<file path="src/rtl/core/mchs_pkg.sv">
// Shared constants, types and state codes for the motif consensus Hamming scorer.
`timescale 1ns / 1ps

package mchs_pkg;

    localparam int NUM_MOTIFS = 1024;
    localparam int MOTIF_LEN  = 16;
    localparam int NUM_AMINO  = 20;

    localparam int IDX_W  = 10;
    localparam int POS_W  = 4;
    localparam int CODE_W = 5;
    localparam int CNT_W  = 11;
    localparam int TOT_W  = 15;

    localparam int MOT_AW = (NUM_MOTIFS > 1) ? $clog2(NUM_MOTIFS) : 1;
    localparam int COL_W  = (MOTIF_LEN > 1) ? $clog2(MOTIF_LEN) : 1;
    localparam int RES_W  = $clog2(NUM_AMINO);
    localparam int PC_W   = $clog2(MOTIF_LEN + 1);

    localparam logic [CODE_W-1:0] CODE_OTHER = CODE_W'(NUM_AMINO);
    localparam logic [CNT_W-1:0]  COUNT_MAX  = {CNT_W{1'b1}};
    localparam logic [CNT_W-1:0]  COUNT_INIT = CNT_W'(1);
    localparam logic [TOT_W-1:0]  TOTAL_MAX  = {TOT_W{1'b1}};

    // Largest total that the stored motifs can produce.
    localparam int TOTAL_LIMIT = (NUM_MOTIFS * MOTIF_LEN < 32767) ?
                                 NUM_MOTIFS * MOTIF_LEN : 32767;

    typedef logic [CODE_W-1:0]                  code_t;
    typedef logic [MOTIF_LEN-1:0][CODE_W-1:0]   motif_row_t;
    typedef logic [NUM_AMINO-1:0][CNT_W-1:0]    count_row_t;

    // One count update: the residue leaving a column and the one entering it.
    typedef struct packed {
        code_t old_code;
        code_t new_code;
    } count_upd_t;

    typedef enum logic [6:0] {
        ST_CLEAR     = 7'b0000001,
        ST_IDLE      = 7'b0000010,
        ST_UPDATE    = 7'b0000100,
        ST_CONS_RD   = 7'b0001000,
        ST_CONS_SCAN = 7'b0010000,
        ST_MM        = 7'b0100000,
        ST_EMIT      = 7'b1000000
    } state_t;

endpackage

</file>
<file path="src/rtl/core/mchs_count_update.sv">
// Applies one residue replacement to a column's count row with saturation.
`timescale 1ns / 1ps

module mchs_count_update
    import mchs_pkg::*;
(
    input  count_row_t row_in,
    input  count_upd_t upd,
    output count_row_t row_out
);

    always_comb begin
        logic [CNT_W-1:0] v;
        for (int r = 0; r < NUM_AMINO; r++) begin
            v = row_in[r];
            // Old residue leaves the column; codes of "other" carry no count.
            if ((upd.old_code == CODE_W'(r)) && (v != '0)) begin
                v = v - CNT_W'(1);
            end
            if ((upd.new_code == CODE_W'(r)) && (v != COUNT_MAX)) begin
                v = v + CNT_W'(1);
            end
            row_out[r] = v;
        end
    end

endmodule

</file>
<file path="config.mk">
export PLATFORM = sky130hd
export DESIGN_NAME = mchs_count_update
export DESIGN_NICKNAME = d
export VERILOG_FILES = /design/src/rtl/core/mchs_pkg.sv /design/src/rtl/core/mchs_count_update.sv
export SDC_FILE = /design/constraint.sdc
export NUM_CORES = 1
export LEC_CHECK = 0
export BUFFER_PORTS_ARGS = -buffer_cell sky130_fd_sc_hd__buf_2
export CORE_MARGIN = 3
export CORE_UTILIZATION = 40
export DETAILED_ROUTE_END_ITERATION = 8
export PLACE_DENSITY_LB_ADDON = 0.1
export SYNTH_ARGS = -nofsm -noshare
export SYNTH_HDL_FRONTEND = slang
export SYNTH_SLANG_ARGS = --single-unit
</file>
<file path="constraint.sdc">
create_clock -name vclk -period 6.29
set_input_delay 1.258 -clock vclk [all_inputs]
set_output_delay 1.258 -clock vclk [all_outputs]
set_load 0.005 [all_outputs]
</file>
; After elaboration in Yosys (flattened, before gate mapping)
; Index checks and enable logic that the tools add are counted.
[totals]
out_inout_bits = 220
reg_bits = 0
[op_classes]
n_mux = 40
n_eq_ne = 58
addsub = 40
reduce_logical = 62
[ops]
columns = operator, count
row1 = 11-bit two-way mux, 40
row2 = "11-bit by 1-bit adder with 11-bit output, second input constant", 20
row3 = "11-bit != test, second input constant", 20
row4 = 11-bit nonzero test, 20
row5 = "11-bit by 1-bit subtractor with 11-bit output, second input constant", 20
row6 = "5-bit by 4-bit == test with 1-bit output, second input constant", 16
row7 = "5-bit by 3-bit == test with 1-bit output, second input constant", 8
row8 = "5-bit == test, second input constant", 8
row9 = 1-bit logical AND, 40
row10 = "5-bit by 2-bit == test with 1-bit output, second input constant", 4
row11 = "5-bit by 1-bit == test with 1-bit output, second input constant", 2
row12 = 5-bit zero test, 2

; Logic depth before layout (Yosys ltp)
; Gate-level depths: netlist (run 1).
[logic_depth]
ltp_word = 6
mapped_depth = 17
depth_no_buf = 16

; Worst setup path after synthesis (run 1)
; No wires, ideal clock.
[synth_path]
kind = input -> output
from = input port row_in[198] in the netlist's numbering
to = output port row_out[199] in the netlist's numbering
t_required_ns = 5.032
arrival_ns = 4.448
n_path_buf = 1
path_stages = 14
path_slack_ns = 0.584
cell_sequence = inv_1 ha_1 nor4b_1 nand4b_1 and3_1 clkbuf_1 xnor2_1 ha_1 and3_1 o211a_1 a41oi_1 a211oi_1 a311oi_1 mux2_2
[synth_rtl]
columns = item, line
row1 = start: declaration, mchs_count_update.sv:7  ; input count_row_t row_in,
row2 = end: declaration, mchs_count_update.sv:9  ; output count_row_t row_out

==> results of run 1 <==
==> cell usage in the layout (no fill, tap or decap), types with 36 or more instances in the layout <==
master and count:
or4_1 39, inv_1 77, buf_2 450, a21oi_1 63
mux2i_1 36, nand4_1 40, buf_4 46, o21ai_0 76
nand3_1 97, nor2_1 183, nor4_1 57, nor3_1 112
nand2_1 175, or3_1 63, xor2_1 108, ha_1 40
xnor2_1 173
==> worst max-delay path, cell delays in order <==
cell	delay, ns
buf_2	0.14
inv_1	0.06
ha_1	0.24
or3b_2	0.51
or3_1	0.47
nand2_1	0.16
xnor2_1	0.17
ha_1	0.26
o2111ai_2	0.14
o31ai_2	0.32
or3_4	0.20
mux2_1	0.32
a211o_1	0.34
buf_2	0.14
==> layout make-up <==
class / count / area [um2]
timing repair buffer: 496 / 2600
multi-input combinational: 1777 / 11900
fill: 3255 / 15400
inverter: 77 / 289
tap: 396 / 495
antenna: 15 / 37.5
==> where the power goes <==
| group | internal (uW) | leakage [uW] | switching (uW) |
|---|---|---|---|
| sequential | 0 | 0 | 0 |
| combinational | 297 | 0.00582 | 437 |
| clock | 0.000319 | 0.0000000951 | 0 |
| total | 297 | 0.00582 | 437 |
==> through the flow <==
| step | instance area (um2) | power, uW | hold WS [ns] |
|---|---|---|---|
| 3_5_place_dp | 15300 | 724 | 2.83 |
| 2_1_floorplan | 12500 | 401 | 2.57 |
| 5_1_grt | 15300 | 809 | 2.85 |
| 3_3_place_gp | 15300 | 716 | 2.82 |
| 6_report | 15300 | 734 | 2.83 |
| 4_1_cts | 15300 | 728 | 2.83 |
==> path summary, 6_finish.rpt <==
path / from / endpoint / slack, ns / depth (start not counted)
max: row_in[165] / row_out[172] / 0.30 / 14
min: row_in[152] / row_out[152] / 2.83 / 3
==> cell families (layout without fill, tap and decap cells) <==
kind of cell | Yosys count | after routing
AND/OR/NAND/NOR | 1003 | 1003
AO/OA/AOI/OAI | 387 | 387
XOR/XNOR | 281 | 281
buffers and inverters | 169 | 573
multiplexers | 66 | 66
adder cells (fa/ha/maj) | 40 | 40
other | 0 | 15
==> routing by layer <==
| layer | vias to the layer above | GRT usage | part of all wire | routed length [um] |
|---|---|---|---|---|
| met5 | - | 0 | 0.0016 | 80 |
| met4 | 16 | 0.0847 | 0.035 | 1760 |
| met3 | 106 | 0.0502 | 0.079 | 4020 |
| met2 | 708 | 0.480 | 0.46 | 23300 |
| met1 | 7648 | 0.356 | 0.42 | 21600 |
| li1 | 8113 | - | - | - |
==> run_results.csv, run 1 <==
group,metric,value,unit
status,status,"finished clean",
cells_and_area,area_delta_synth_final,22.3,%
logic_synthesis,synthMuxAreaShare,0.0557,
sta,finalHoldViolations,0,
logic_synthesis,synth_compound_area_frac,0.219,
critical_path,path_max_fanout,6,
critical_path,cp.required,5.03,ns
cts,cts_resized,0,
floorplanning,die_h,183,um
sta,rsz0062_at_grt,"false",
logic_synthesis,synth-adder-area-share,0.0400,
floorplanning,fp.coreArea,30700,um2
sta,setup_viol,0,
logic_synthesis,synth.distinct_cells,95,
cells_and_area,instances_no_fill,2761,
logic_synthesis,ys_seq_area_frac,0,
cells_and_area,seq_cell_count,0,
sta,fin_ws,0.300,ns
logic_synthesis,syn_area,12500,um2
logic_synthesis,syn-instance-count,1946,
placement,gp_congestion,0.943,
power_and_ir_drop,powerDensity,47.9,nW/um2
critical_path,start_kind,"input port",
route,via_per_inst,6.01,
logic_synthesis,synth_area_leaders,"xnor2_1 12%, xor2_1 7.6%, nor2_1 5.5%, nand2_1 5.2%, nor3_1 4.5%",
route,routed_wl,50800,um
critical_path,path_class,"input port to output port",
sta,slew_violations,0,
placement,pre_cts_ws,0.124,ns
route,ant_nets,0,
logic_synthesis,synth_common_cells,"183 x nor2_1, 175 x nand2_1, 173 x xnor2_1",
floorplanning,dieWidth,183,um
logic_synthesis,synthesis.nets,2216,
sta,layout_min_cycle_time,5.99,ns
route,dr.pass1.iters,7,
power_and_ir_drop,leakage,0.00582,uW
floorplanning,ios,450,
sta,fmax,167,MHz
logic_synthesis,netlist.area_leader.share,0.121,
cells_and_area,clkbuf_count,0,
route,wl_per_cell,18.4,um
sta,tns,0,ns
placement,placed_cells,2746,
placement,port_buffers,450,
job,drv_cap,0,
route,via_count,16600,
logic_synthesis,synth_top_cell_by_area,"xnor2_1",
route,dr.first_iter.drc_count,1105,
cells_and_area,fin_util,0.498,
logic_synthesis,yosysMostFrequentCell,"nor2_1",
logic_synthesis,synthSimpleGateAreaFrac,0.436,
placement,place_hpwl,43100,um
global_routing,grt_pass1_wl,78800,um
floorplanning,dieArea,33500,um2
power_and_ir_drop,irDropWorstVdd,23.6,uV
global_routing,grt_pass1_vias,15300,
logic_synthesis,syn_area_per_cell,6.44,um2
floorplanning,start_util,0.407,
global_routing,antenna_found_initial,21,
critical_path,endpoint_kind,"output port",
sta,slew_headroom,0.366,
sta,worst_slew_pin_slew,0.938,ns
min_path,hold_class,"input port to output port",
cells_and_area,register_area,0,um2
cells_and_area,drive_gt1_frac,0.255,
logic_synthesis,synth_top_family_by_area,"simple AND/OR/NAND/NOR gates",
sta,finalCritPeriodShare,0.952,
logic_synthesis,synth_xor_area_frac,0.196,
logic_synthesis,yosys_warnings,0,
cells_and_area,layout.nets,2622,
global_routing,grt_usage,0.279,
global_routing,grt_overflow,0,
critical_path,worstPathArrival,4.73,ns
cts,ctsHoldBuffers,0,
floorplanning,num_rows,64,
cts,postCtsSetupBuffers,0,
global_routing,grt_start_max_net_pins,20,
route,drcViolationCount,0,
Power figures use the tool's default switching activity.
==> inputs of run 2 (changes only) <==
Settings changed: REMOVE_ABC_BUFFERS set to 1.
Clock period 6.29 ns to 6.8 ns, I/O delays scaled along.
==> run 2 against run 1 <==
Cell area decreased by 1.1%; combinational power decreased by 8.2%; sequential share of layout area unchanged; first-iteration DRC count decreased by 8.2%; critical path type unchanged; die area unchanged; utilization decreased by 0.56 points; power decreased by 8.2%; highest routed layer unchanged; sequential cell count unchanged; count of clock-buffer cells in the layout unchanged; worst setup slack improved by 0.074 ns; hold slack improved by 0.23 ns.
==> run_results.csv, run 2 (synthesis results as in run 1) <==
group,metric,value,unit
status,status,"finished clean",
power_and_ir_drop,seqPwrFrac,0,
cells_and_area,clkbuf_count,0,
cells_and_area,drive_gt1_frac,0.247,
floorplanning,num_rows,64,
route,wl_per_cell,18.4,um
sta,finalHoldViolations,0,
critical_path,cpPeakStageDelay,0.50,ns
critical_path,endpoint,"row_out[205]",
cells_and_area,fillCellCount,3323,
floorplanning,die_h,183,um
critical_path,cp.depth,17,
critical_path,start_kind,"input port",
global_routing,grt_pass1_vias,14600,
sta,slew_headroom,0.374,
power_and_ir_drop,powerDensity,44.5,nW/um2
route,via_per_inst,5.99,
placement,port_buffers,450,
global_routing,grt_overflow,0,
cells_and_area,area_delta_synth_final,20.9,%
sta,fin_ws,0.374,ns
power_and_ir_drop,sw_frac_of_total,0.598,
critical_path,path_class,"input port to output port",
placement,gp_congestion,0.922,
power_and_ir_drop,power.total,674,uW
job,drv_cap,0,
global_routing,antenna_found_initial,25,
floorplanning,fp.coreArea,30700,um2
sta,fmax,156,MHz
floorplanning,dieWidth,183,um
power_and_ir_drop,p_switching,403,uW
critical_path,cp.required,5.44,ns
cells_and_area,seq_cell_count,0,
floorplanning,dieArea,33500,um2
cells_and_area,layout_commonest_cell,"buf_2",
global_routing,grt_start_max_net_pins,18,
cells_and_area,fin_util,0.493,
critical_path,path_cells,"buf_2, inv_1, ha_1, nor4b_1, nand4b_1, and3_1, xnor2_1, ha_1, nand2_1, nor3_1, o211a_1, a41oi_1, a211oi_2, a311o_1, mux2i_1, xnor2_1, buf_2",
placement,dpl-instance-area,15100,um2
floorplanning,ios,450,
route,dr.first_iter.drc_count,1014,
route,via_count,16400,
placement,pre_cts_ws,0.284,ns
power_and_ir_drop,p_int,271,uW
cells_and_area,fin_area,15100,um2
power_and_ir_drop,p_comb_frac,1.000,
cells_and_area,register_area,0,um2
critical_path,worstPathArrival,5.07,ns
cells_and_area,layout.nets,2601,
sta,layout_min_cycle_time,6.43,ns
critical_path,crit_family,"simple AND/OR/NAND/NOR gates",
global_routing,grt_usage,0.275,
route,dr.pass1.iters,5,
cells_and_area,final_cell_mix,"450 x buf_2, 183 x nor2_1, 175 x nand2_1",
route,ant_nets,0,
power_and_ir_drop,power_frac_clock,0,
route,drcViolationCount,0,
min_path,hold_class,"input port to output port",
sta,setup_viol,0,
critical_path,crit_buf_inv,3,
sta,finalCritPeriodShare,0.945,
sta,hold-worst-slack,3.06,ns
placement,place_hpwl,42800,um
global_routing,grt_pass1_wl,77100,um
critical_path,crit_path_top_delay_cell,"nor4b_1",
power_and_ir_drop,irDropWorstVdd,22.3,uV
sta,worst_slew_pin_slew,0.931,ns
power_and_ir_drop,leakage,0.00570,uW
sta,slew_violations,0,
critical_path,crit_start,"row_in[198]",
critical_path,endpoint_kind,"output port",
floorplanning,start_util,0.407,
critical_path,path_max_fanout,8,
route,routed_wl,50400,um
cts,ctsHoldBuffers,0,
run 2: changes by cell type in the layout (fill, tap and decap cells not counted), sizes merged:
| cell | before | now |
|---|---|---|
| buf | 496 | 475 |
| diode | 15 | 18 |
run 2: through the flow:
stage          std cells  TNS (ns)
4_1_cts             2725         0
2_1_floorplan       1854         0
3_3_place_gp        2725         0
6_report            2743         0
3_5_place_dp        2725         0
5_1_grt             2741   -0.0473
run 2: layout make-up:
| class | instances | area (um2) | share of cell area |
|---|---|---|---|
| Antenna cell | 18 | 45.0 | 0.00297 |
| Inverter | 77 | 289 | 0.0191 |
| Multi-Input combinational cell | 1777 | 11900 | 0.784 |
| Tap cell | 396 | 495 | 0.0327 |
| Timing Repair Buffer | 475 | 2440 | 0.161 |
run 2: timing repair:
| item | in CTS | in global routing |
|---|---|---|
| gates resized for setup | 0 | 1 |
| buffers inserted | 0 | 0 |
| endpoints found under the setup margin | 0 | 6 |
| hold endpoints to repair | 0 | 0 |
run 2: worst min-delay path by stage:
stage,startpoint,endpoint,slack [ns],cells past startpoint
floorplan,row_in[117],row_out[117],2.78,1
global placement,row_in[152],row_out[152],3.05,3
detailed placement,row_in[152],row_out[152],3.05,3
CTS,row_in[152],row_out[152],3.05,3
global route,row_in[152],row_out[152],3.08,3
finish,row_in[152],row_out[152],3.06,3
run 2: power groups by stage:
stage | registers [uW] | clock network (uW) | logic, uW
after floorplan | 0 | 0 | 333
after global placement | 0 | 0 | 658
after detailed placement | 0 | 0 | 666
after CTS | 0 | 0 | 669
after global routing | 0 | 0.000315 | 743
final | 0 | 0.000355 | 674
run 2: layer usage:
layer / share of wire / track usage
met5: 0.0018 / 0
met4: 0.031 / 0.0792
met3: 0.083 / 0.0522
met2: 0.47 / 0.468
met1: 0.42 / 0.354
