File: config.mk
export PLATFORM = sky130hd
export DESIGN_NAME = mchs_row_mismatch
export DESIGN_NICKNAME = d
export VERILOG_FILES = /design/src/rtl/core/mchs_pkg.sv /design/src/rtl/core/mchs_row_mismatch.sv
export SDC_FILE = /design/constraint.sdc
export NUM_CORES = 1
export LEC_CHECK = 0
export BUFFER_PORTS_ARGS = -buffer_cell sky130_fd_sc_hd__buf_2
export CAP_MARGIN = 20
export CORE_MARGIN = 3
export CORE_UTILIZATION = 33
export DETAILED_ROUTE_END_ITERATION = 10
export PLACE_DENSITY = 0.84
export SLEW_MARGIN = 25
export SYNTH_ARGS = -nofsm -noshare
export SYNTH_HDL_FRONTEND = slang
export SYNTH_SLANG_ARGS = --single-unit
export TNS_END_PERCENT = 30
File: constraint.sdc
create_clock -name vclk -period 6.1
set_input_delay 1.22 -clock vclk [all_inputs]
set_output_delay 1.22 -clock vclk [all_outputs]
set_load 0.02 [all_outputs]
File: src/rtl/core/mchs_pkg.sv
// Shared constants, types and state codes for the motif consensus Hamming scorer.
`timescale 1ns / 1ps

package mchs_pkg;

    localparam int NUM_MOTIFS = 1024;
    localparam int MOTIF_LEN  = 16;
    localparam int NUM_AMINO  = 20;

    localparam int IDX_W  = 10;
    localparam int POS_W  = 4;
    localparam int CODE_W = 5;
    localparam int CNT_W  = 11;
    localparam int TOT_W  = 15;

    localparam int MOT_AW = (NUM_MOTIFS > 1) ? $clog2(NUM_MOTIFS) : 1;
    localparam int COL_W  = (MOTIF_LEN > 1) ? $clog2(MOTIF_LEN) : 1;
    localparam int RES_W  = $clog2(NUM_AMINO);
    localparam int PC_W   = $clog2(MOTIF_LEN + 1);

    localparam logic [CODE_W-1:0] CODE_OTHER = CODE_W'(NUM_AMINO);
    localparam logic [CNT_W-1:0]  COUNT_MAX  = {CNT_W{1'b1}};
    localparam logic [CNT_W-1:0]  COUNT_INIT = CNT_W'(1);
    localparam logic [TOT_W-1:0]  TOTAL_MAX  = {TOT_W{1'b1}};

    // Largest total that the stored motifs can produce.
    localparam int TOTAL_LIMIT = (NUM_MOTIFS * MOTIF_LEN < 32767) ?
                                 NUM_MOTIFS * MOTIF_LEN : 32767;

    typedef logic [CODE_W-1:0]                  code_t;
    typedef logic [MOTIF_LEN-1:0][CODE_W-1:0]   motif_row_t;
    typedef logic [NUM_AMINO-1:0][CNT_W-1:0]    count_row_t;

    // One count update: the residue leaving a column and the one entering it.
    typedef struct packed {
        code_t old_code;
        code_t new_code;
    } count_upd_t;

    typedef enum logic [6:0] {
        ST_CLEAR     = 7'b0000001,
        ST_IDLE      = 7'b0000010,
        ST_UPDATE    = 7'b0000100,
        ST_CONS_RD   = 7'b0001000,
        ST_CONS_SCAN = 7'b0010000,
        ST_MM        = 7'b0100000,
        ST_EMIT      = 7'b1000000
    } state_t;

endpackage

File: src/rtl/core/mchs_row_mismatch.sv
// Counts the columns of one motif row that differ from the consensus row.
`timescale 1ns / 1ps

module mchs_row_mismatch
    import mchs_pkg::*;
(
    input  motif_row_t       row,
    input  motif_row_t       cons,
    output logic [PC_W-1:0]  mismatches
);

    logic [MOTIF_LEN-1:0] diff;

    always_comb begin
        for (int c = 0; c < MOTIF_LEN; c++) begin
            diff[c] = (row[c] != cons[c]);
        end
    end

    assign mismatches = PC_W'($countones(diff));

endmodule

Yosys cells after proc, flatten, opt, wreduce, memory -nomap -nowiden
Cells that the tools add are included.
{"block": "word_totals", "n_memories": 0, "latchBits": 0, "regBits": 0, "mem_bits_ro": 0, "ram_bits": 0, "out_inout_bits": 5, "input_bits": 160}
{"block": "op_classes", "multipliers": 0, "n_bitwise": 0, "n_div": 0, "n_lt_le_gt_ge": 0, "n_reduce_logical": 0, "add_sub_neg": 15, "muxes": 0, "shifts": 0, "n_eq_ne": 16}
{"op": "inequality test 5 bit", "n": 16}
{"op": "adder 1 x 1 -> 2 bit", "n": 8}
{"op": "adder 2 x 2 -> 3 bit", "n": 4}
{"op": "adder 3 x 3 -> 4 bit", "n": 2}
{"op": "adder 4 x 4 -> 5 bit", "n": 1}

Depth between registers and ports, before layout
Gate-level depths: netlist (run 1).
{"block": "logic_depth", "word_depth": 5, "depth_mapped": 15, "depth_no_buf": 15}

Worst setup path before layout (run 1)
Ideal clock, no wire load.
{"block": "synth_path", "path_type": "input to output", "from": "in cons[27] in the netlist's numbering", "to": "out mismatches[2]", "arrival_time_ns": 4.706, "cell_stages": 13, "n_path_buf": 0, "t_required_ns": 4.880, "slack_ns": 0.174, "path_cell_list": "xor2_1 > nor3_1 > nand3_1 > fa_1 > fa_1 > fa_1 > inv_1 > fa_1 > inv_1 > ha_1 > inv_1 > fa_1 > xnor2_1"}
{"block": "synth_between", "elab_chain_len": 5}
{"element": "start: declaration", "line": "mchs_row_mismatch.sv:8", "source": "input motif_row_t cons,"}
{"element": "inequality test 5 bit", "line": "mchs_row_mismatch.sv:16", "source": "diff[c] = (row[c] != cons[c]);"}
{"element": "adder 1 x 1 -> 2 bit (not written as such)", "line": "mchs_row_mismatch.sv:20", "source": "assign mismatches = PC_W'($countones(diff));"}
{"element": "adder 2 x 2 -> 3 bit (not written as such)", "line": "mchs_row_mismatch.sv:20"}
{"element": "adder 3 x 3 -> 4 bit (not written as such)", "line": "mchs_row_mismatch.sv:20"}
{"element": "adder 4 x 4 -> 5 bit (not written as such)", "line": "mchs_row_mismatch.sv:20"}
{"element": "end: declaration", "line": "mchs_row_mismatch.sv:9", "source": "output logic [PC_W-1:0] mismatches"}
No other way between the ends.

Worst setup path in the final report (run 1)
{"block": "layout_path", "from": "in row[27] in the netlist's numbering", "to": "out mismatches[4]"}
{"block": "layout_between", "elab_chain_len": 5}
{"element": "start: declaration", "line": "mchs_row_mismatch.sv:7", "source": "input motif_row_t row,"}
{"element": "inequality test 5 bit", "line": "mchs_row_mismatch.sv:16"}
{"element": "adder 1 x 1 -> 2 bit (not written as such)", "line": "mchs_row_mismatch.sv:20"}
{"element": "adder 2 x 2 -> 3 bit (not written as such)", "line": "mchs_row_mismatch.sv:20"}
{"element": "adder 3 x 3 -> 4 bit (not written as such)", "line": "mchs_row_mismatch.sv:20"}
{"element": "adder 4 x 4 -> 5 bit (not written as such)", "line": "mchs_row_mismatch.sv:20"}
No other way between the ends.

==> impl_results.md, run 1 <==
- Yosys warnings: 0
- Final WS setup: between 0.04 and 0.05 ns
- Routed Antenna Nets: 0
- Wire per inst: 10.68 um
- Post-Syn Instances: 145
- Critical-path maximum fanout: 2
- Setup violators final: 0
- GRT Total Usage: roughly 14%
- Leading cell type by number of instances after synthesis: xor2_1
- Die height: 67.33 um
- Setup TNS: 0 ns
- Drc violations: 0
- Vias post-DR: 1551
- Routed WL: 3.812 mm
- Share of cells above drive strength 1: 58.20%
- Cts hold-fix bufs: 0
- Yosys top cell area share: between 30% and 40%
- Synth-to-Final Area Change: 76.01%
- Initial antenna violation count: 0
- Min Clock Period, post-route: 6.050 ns
- Register area: 0 um^2
- Row count: 21
- Fillers: between 300 and 400
- Utilization after layout: 62.99%
- GRT overflow: 0
- GP Congestion: 0.6913
- Largest net degree at the start of global routing: 4
- Worst VDD drop: 0.06751 mV
- Crit-path cells: buf_6, xor2_2, nor3_2, nand3_1, fa_1, fa_1, fa_1, inv_2, fa_1, inv_1, ha_2, inv_2, fa_2, nor2b_2, o21a_1, buf_6
- Core area: roughly 3500 um^2
- Endpoint type of the worst setup path: primary output
- Normalized max-slew margin: a little under nine tenths
- Num sequential: 0
- Most used cell, CP: fa_1
- WS Path Type: in -> out
- Commonest cells post-synth: xor2_1 (43), xnor2_1 (39), nand3_1 (16)
- Clock buffers: 0
- DP Worst Slack: -0.1638 ns
- Syn_nets: 320
- P_leak: 1.115 nW
- Drt pass-1 iters: 4
- Critical Path Slowest Stage Cell: fa_1
- Mapped Area: 1241 um^2
- I/O Buffers: approximately 170
- Vias in the first global route: 1353
- Post-route cell area: 2185 um^2
- Area occupied by multi-input gates: 1219 um^2
- Initial core utilization: 35.79%
- Worst slew pin tran: 0.2189 ns
- Netlist cell types: 12
- Overall power of the completed layout: 248.9 uW
- CP startpoint kind: input pin
- Nets: 488
- Vias/cell: 4.345
- Post-synthesis sequential area ratio: 0%
- Die W: 67.33 um
- Max Freq: 165.3 MHz
- Area post-placement: 2125 um^2
- Fin. Hold Viols: 0
- Worst stage delay on the critical path: ~0.57 ns
- Critical path required time: 4.88 ns
- Iteration-0 DRC count of the detailed router: 8
- Final Cycle Share: between 90% and 100%
- Post-DP HPWL: 3.668 mm
- Hold crit path type: in -> out
- Synth area leaders: xor2_1 (30%), xnor2_1 (28%), fa_1 (16%), nand3_1 (6.5%), ha_1 (5.0%)
- Cell type with the largest total area after synthesis: xor2_1
- Max-cap violations: 0
- Status: finished, final reports clean
- RSZ-0062 raised after global routing: true
- Slew Viols, Final: 0
- Die area: 4533 um^2
- I/O pin cnt: approximately 170
- Critical path arrival: 4.83 ns
- Cell Pwr Density: 113.9 nW/um^2
- Antenna diodes: 0
- Mean Syn Cell Area: between 8 and 9 um^2
- Global-route wire length before repair: 5.043 mm
==> cell usage in the layout, fill, tap and decap left out <==
cell,count
o21a_1,1
xor2_1,42
nor3_2,6
nor2b_2,1
buf_4,3
inv_1,9
fa_2,2
xnor2_1,39
nor3_1,10
buf_2,159
a21oi_2,1
inv_2,3
fa_1,8
ha_2,1
nand3_1,16
xor2_2,1
a21o_1,1
buf_6,4
ha_1,4
==> worst max-delay path: cells and delay by family <==
| family | cells | cell delay [ns] |
|---|---|---|
| AOI/OAI and AO/OA | 1 | 0.13 |
| buffers and inverters | 5 | 0.37 |
| adders and majority gates | 6 | 2.53 |
| and+or+nand+nor | 3 | 0.42 |
| xor gates and xnor gates | 1 | 0.16 |
==> repair_timing <==
item	4_1_cts	5_1_grt
cloned	0	0
resized for setup	5	12
setup buffers	1	0
endpoints found under the setup margin	4	4
pin swaps	11	19
==> cell type report <==
cell class / instances / area share, %
Timing Repair Buffer: 166 / 39.52
Tap cell: 46 / 2.635
Multi-Input combinational cell: 133 / 55.78
Inverter: 12 / 2.062
==> cell families (layout without fill, tap and decap cells) <==
group | count (synthesis) | in the layout | synth area share, %
AO/OA/AOI/OAI | 3 | 3 | 1.916
XOR/XNOR | 82 | 82 | 57.86
adder cells (fa/ha/maj) | 15 | 15 | 21.17
buffers and inverters | 12 | 178 | 3.629
AND/OR/NAND/NOR | 33 | 33 | 15.42
==> where the power goes <==
group	total, mW	internal [mW]	switching [mW]
logic	0.249	0.135	0.114
registers	0	0	0
clock network	0	0	0
total	0.249	0.135	0.114
==> per-layer routing <==
layer,up-vias,share of wire [%],track usage [%]
met3,0,11,1.331
met5,-,0,0
met4,0,0,0
li1,795,-,-
met1,666,32,14.91
met2,90,57,29.69
==> stage by stage <==
step	cells	hold slack, ns
global route	357	2.989
floorplan	145	2.762
finish	357	2.948
CTS	357	2.962
global placement	356	2.954
detailed placement	356	2.934
==> final timing paths <==
kind    start  depth (start not counted)             to  slack [ns]
max   row[27]                         16  mismatches[4]        0.05
min   row[13]                          5  mismatches[0]        2.95
Note: power is estimated with default switching activity, not from simulation.
==> inputs of run 2 (changes only) <==
==> constraint.sdc (replaced) <==
create_clock -name vclk -period 6.1
set_input_delay 0.61 -clock vclk [all_inputs]
set_output_delay 0.61 -clock vclk [all_outputs]
set_load 0.02 [all_outputs]
==> impl_results.md, run 2 (same netlist as run 1, synthesis figures left out) <==
- Status: finished, final reports clean
- Slew Viols, Final: 0 (unchanged)
- Endpoint type of the worst setup path: primary output
- Share of cells above drive strength 1: 55.16% (-3.0 points)
- CP startpoint kind: input pin
- Routed WL: 3.610 mm (-5.3%)
- Nets: 487 (-0.20%)
- Drc violations: 0 (unchanged)
- Vias post-DR: 1540 (-0.71%)
- Die height: 67.33 um (unchanged)
- Normalized max-slew margin: 87.40% (+2.1 points)
- Num sequential: 0 (unchanged)
- Wire per inst: 10.14 um (-5.0%)
- Critical path arrival: 4.41 ns (-0.42 ns)
- Initial core utilization: 35.79% (unchanged)
- Worst stage delay on the critical path: 0.57 ns (about the same)
- Area post-placement: 2125 um^2 (unchanged)
- Most used cell, CP: fa_1
- GRT Total Usage: 13.30% (-0.51 points)
- Row count: 21 (unchanged)
- Antenna diodes: 0 (unchanged)
- Final Cycle Share: 82.24% (-17 points)
- RSZ-0062 raised after global routing: false
- Number of buffer and inverter stages on the critical path: 5 (unchanged)
- Iteration-0 DRC count of the detailed router: 6 (-2)
- I/O Buffers: 165 (unchanged)
- Vias in the first global route: 1396 (+3.2%)
- Cell Pwr Density: 101.9 nW/um^2 (-11%)
- Max Freq: 199.3 MHz (+21%)
- Fin. Hold Viols: 0 (unchanged)
- Final Non-Filler Cells: 356 (-0.28%)
- Busiest grt layer: met2
- Utilization after layout: 61.26% (-1.7 points)
- Setup violators final: 0 (unchanged)
- Critical Path Slowest Stage Cell: fa_1
- WS Path Type: in -> out
- Crit-path cells: buf_2, xor2_1, nor3_1, nand3_1, fa_1, fa_1, fa_1, inv_1, fa_1, inv_1, ha_1, inv_1, fa_1, nor2b_1, o21a_1, buf_2
- Critical-path maximum fanout: 2 (unchanged)
- Post-DP HPWL: 3.599 mm (-1.9%)
- Commonest non-fill, non-tap cell in the layout: buf_2
- Cts hold-fix bufs: 0 (unchanged)
- Setup TNS: 0 ns (unchanged)
- Routed Antenna Nets: 0 (unchanged)
- Die W: 67.33 um (unchanged)
- Setup crit start: cons[27]
- Drt pass-1 iters: 2 (-2)
- Fillers: 327 (-1.2%)
- Min Clock Period, post-route: 5.017 ns (-1.033 ns)
- Post-CTS Setup Inserts: 0 (-1)
- Commonest non-fill, non-tap cells in the layout: buf_2 (165), xor2_1 (43), xnor2_1 (39)
- Post-route cell area: 2125 um^2 (-2.7%)
- Register area: 0 um^2 (unchanged)
- Die area: 4533 um^2 (unchanged)
- P_leak: 1.102 nW (-1.2%)
- Worst slew pin tran: 0.1876 ns (-0.03128 ns)
- Met2 usage: 30.43% (+0.74 points)
- Max-cap violations: 0 (unchanged)
- Inst Count DP: 356 (unchanged)
- Initial antenna violation count: 0 (unchanged)
- Met1 Resource Use GR: 12.45% (-2.5 points)
- Worst VDD drop: 0.07287 mV (+7.9%)
- Global-route wire length before repair: 4.878 mm (-3.3%)
- Overall power of the completed layout: 216.4 uW (-13%)
- Met3 Use GR: 1.498% (+0.17 points)
- Critical Path Sink: mismatches[4]
- Crit path max-delay family: adder cells
- Critical path required time: 5.49 ns (+0.61 ns)
- WP depth: 16 (unchanged)
- Largest net degree at the start of global routing: 4 (unchanged)
- GRT overflow: 0 (unchanged)
- GP Congestion: 0.7122 (+3.0%)
- Core area: 3468 um^2 (unchanged)
- Vias/cell: 4.326 (-0.43%)
- # resized after CTS: 0 (-5)
- Synth-to-Final Area Change: 71.17%
- Clock buffers: 0 (unchanged)
- I/O pin cnt: 165 (unchanged)
- Hold crit path type: in -> out
==> run 2: cell count changes in the layout (fill, tap and decap cells not counted), moves of 2 or more <==
cell	delta
buf_2	+6
buf_6	-4
buf_4	-3
inv_1	+3
inv_2	-3
fa_1	+2
fa_2	-2
==> run 2: final cells by class <==
cell class | instances | area (um^2) | share of cell area [%]
Tap cell | 46 | 57.56 | 2.709
Inverter | 12 | 45.04 | 2.120
Multi-Input combinational cell | 133 | 1196 | 56.30
Timing Repair Buffer | 165 | 825.8 | 38.87
==> run 2: worst min path at each step <==
stage,endpoint,cells past startpoint,slack (ns),startpoint
final,mismatches[0],5,1.71,row[13]
after detailed placement,mismatches[0],5,1.73,row[13]
after global routing,mismatches[0],5,1.76,row[13]
after CTS,mismatches[0],5,1.73,row[13]
after global placement,mismatches[0],5,1.73,row[12]
after floorplan,mismatches[0],3,1.54,row[13]
==> run 2: stage by stage <==
stage | hold slack (ns) | worst slack (ns)
after global placement | 1.731 | 1.145
after global routing | 1.764 | 0.8061
after detailed placement | 1.725 | 1.063
final | 1.711 | 1.083
after CTS | 1.726 | 1.055
after floorplan | 1.542 | 1.394
==> run 2: report_power, final <==
part / internal [mW] / switching [mW]
clock: 0 / 0
sequential: 0 / 0
combinational: 0.110 / 0.106
==> run 2: per-layer routing <==
layer	part of all wire, %	vias up	wire (um)
li1	-	794	-
met3	13	2	472
met5	0	-	0
met4	0.69	0	25
met1	30	652	1084
met2	56	92	2028
==> run 2: tightest hold or removal path, cell delays in order <==
cell and delay (ns):
buf_2 0.09, xnor2_1 0.05, nand3_1 0.08, ha_1 0.11, buf_2 0.16
==> inputs of run 3 (changes only) <==
--- a/config.mk
+++ b/config.mk
@@ -8,9 +8,9 @@
 export BUFFER_PORTS_ARGS = -buffer_cell sky130_fd_sc_hd__buf_2
 export CAP_MARGIN = 20
 export CORE_MARGIN = 3
-export CORE_UTILIZATION = 33
+export CORE_UTILIZATION = 30
 export DETAILED_ROUTE_END_ITERATION = 10
-export PLACE_DENSITY = 0.84
+export PLACE_DENSITY = 0.81
 export SLEW_MARGIN = 25
 export SYNTH_ARGS = -nofsm -noshare
 export SYNTH_HDL_FRONTEND = slang
==> constraint.sdc (replaced) <==
create_clock -name vclk -period 4.52
set_input_delay 0.452 -clock vclk [all_inputs]
set_output_delay 0.452 -clock vclk [all_outputs]
set_load 0.02 [all_outputs]
==> impl_results.md, run 3 (same netlist as run 1, synthesis figures left out) <==
- Status: finished, final reports clean
- Number of buffer and inverter stages on the critical path: 5 (unchanged)
- Die W: 70.32 um (+4.4%)
- Final Non-Filler Cells: 359 (+0.84%)
- Fin. Hold Viols: 0 (unchanged)
- Global-route wire length before repair: 6.113 mm (+25%)
- Final Cycle Share: 99.81%
- Slew Viols, Final: 0 (unchanged)
- I/O pin cnt: 165 (unchanged)
- Critical path arrival: 4.06 ns (-0.35 ns)
- Worst VDD drop: 0.09018 mV (+24%)
- Routed WL: 3.779 mm (+4.7%)
- GP Congestion: 0.6944 (-2.5%)
- Crit-path cells: buf_2, xor2_1, nor3_1, nand3_1, fa_1, fa_1, fa_1, inv_2, fa_1, inv_1, ha_2, inv_1, fa_2, nor2b_1, o21a_1, buf_6
- Worst stage delay on the critical path: 0.56 ns (about the same)
- Register area: 0 um^2 (unchanged)
- Share of cells above drive strength 1: 56.59% (+1.4 points)
- Cts hold-fix bufs: 0 (unchanged)
- Worst slew pin tran: 0.2025 ns (+0.01495 ns)
- Die area: 4945 um^2 (+9.1%)
- Normalized max-slew margin: 86.42% (-0.97 points)
- P_leak: 1.110 nW (+0.73%)
- Die height: 70.32 um (+4.4%)
- Wire per inst: 10.53 um (+3.8%)
- Critical path required time: 4.07 ns (-1.42 ns)
- Endpoint type of the worst setup path: primary output
- Vias post-DR: 1541 (+0.065%)
- Iteration-0 DRC count of the detailed router: 7 (+1)
- Initial antenna violation count: 0 (unchanged)
- Routed Antenna Nets: 0 (unchanged)
- Post-CTS Setup Inserts: 0 (unchanged)
- Critical-path maximum fanout: 2 (unchanged)
- Row count: 22 (+4.8%)
- CP startpoint kind: input pin
- Crit path max-delay family: adder cells
- Largest net degree at the start of global routing: 4 (unchanged)
- Commonest non-fill, non-tap cell in the layout: buf_2
- Vias in the first global route: 1656 (+19%)
- RSZ-0062 raised after global routing: true
- GRT overflow: 0 (unchanged)
- Setup violators final: 0 (unchanged)
- Num sequential: 0 (unchanged)
- Vias/cell: 4.292 (-0.77%)
- Core area: 3826 um^2 (+10%)
- Post-DP HPWL: 3.728 mm (+3.6%)
- I/O Buffers: 165 (unchanged)
- WS Path Type: in -> out
- Hold_ws: 1.433 ns (-0.2784 ns)
- Max-cap violations: 0 (unchanged)
- Commonest non-fill, non-tap cells in the layout: buf_2 (161), xor2_1 (43), xnor2_1 (39)
- GRT Total Usage: 14.20% (+0.90 points)
- Min Clock Period, post-route: around 4.5 ns
- Inst Count DP: 359 (+0.84%)
- Cell Pwr Density: 148.5 nW/um^2 (+46%)
- Nets: 488 (+0.21%)
- Drc violations: 0 (unchanged)
- Max Freq: between 200 and 250 MHz
- Most used cell, CP: fa_1
- Initial core utilization: 32.44% (-3.3 points)
- Drt pass-1 iters: 3 (+1)
- Clock buffers: 0 (unchanged)
- Synth-to-Final Area Change: 73.89%
- Critical Path Slowest Stage Cell: fa_1
- Hold crit path type: in -> out
- Antenna diodes: 0 (unchanged)
## run 3: final cells by class
cell class,count,area (um^2)
multi-input cells,133,1206
inverters,12,45.04
fillers,361,1668
repair buffers,166,847.1
well taps,48,60.06
## run 3: timing repair
item                                    4_1_cts  5_1_grt
pin swaps                                     1        8
resized for setup                             8        1
endpoints found under the setup margin        4        4
## run 3: metal layers
layer	up-vias	track usage [%]	wire (um)
li1	795	-	-
met1	656	14.26	1229
met2	90	30.77	2120
met3	0	2.302	430
met4	0	0.4255	0
met5	-	0	0
## run 3: stage by stage
step / util [%] / setup TNS, ns / power [mW] / instance area, um^2 / setup WS, ns
3_5_place_dp: 55.79 / -0.3253 / 0.3017 / 2135 / -0.1251
2_1_floorplan: - / 0 / 0.1724 / 1241 / 0.1298
6_report: 56.41 / 0 / 0.3204 / 2158 / 0.008378
4_1_cts: 56.41 / -0.1390 / 0.3251 / 2158 / -0.05629
3_3_place_gp: 55.79 / -0.1645 / 0.2943 / 2135 / -0.09143
5_1_grt: 56.41 / -0.5322 / 0.3539 / 2158 / -0.1716
## run 3: path summary, 6_finish.rpt
path	cells past startpoint	endpoint	from	slack (ns)
setup / recovery	16	mismatches[4]	cons[45]	0.008
hold / removal	5	mismatches[0]	row[12]	1.43
## run 3: worst min-delay path, cell delays in order
cell and delay, ns:
buf_2 0.08, xnor2_1 0.05, nand3_1 0.08, ha_2 0.15, buf_2 0.16
## run 3: power by group
group,switching [mW],internal [mW]
clock network,0,0
registers,0,0
logic,0.151,0.170
total,0.151,0.170
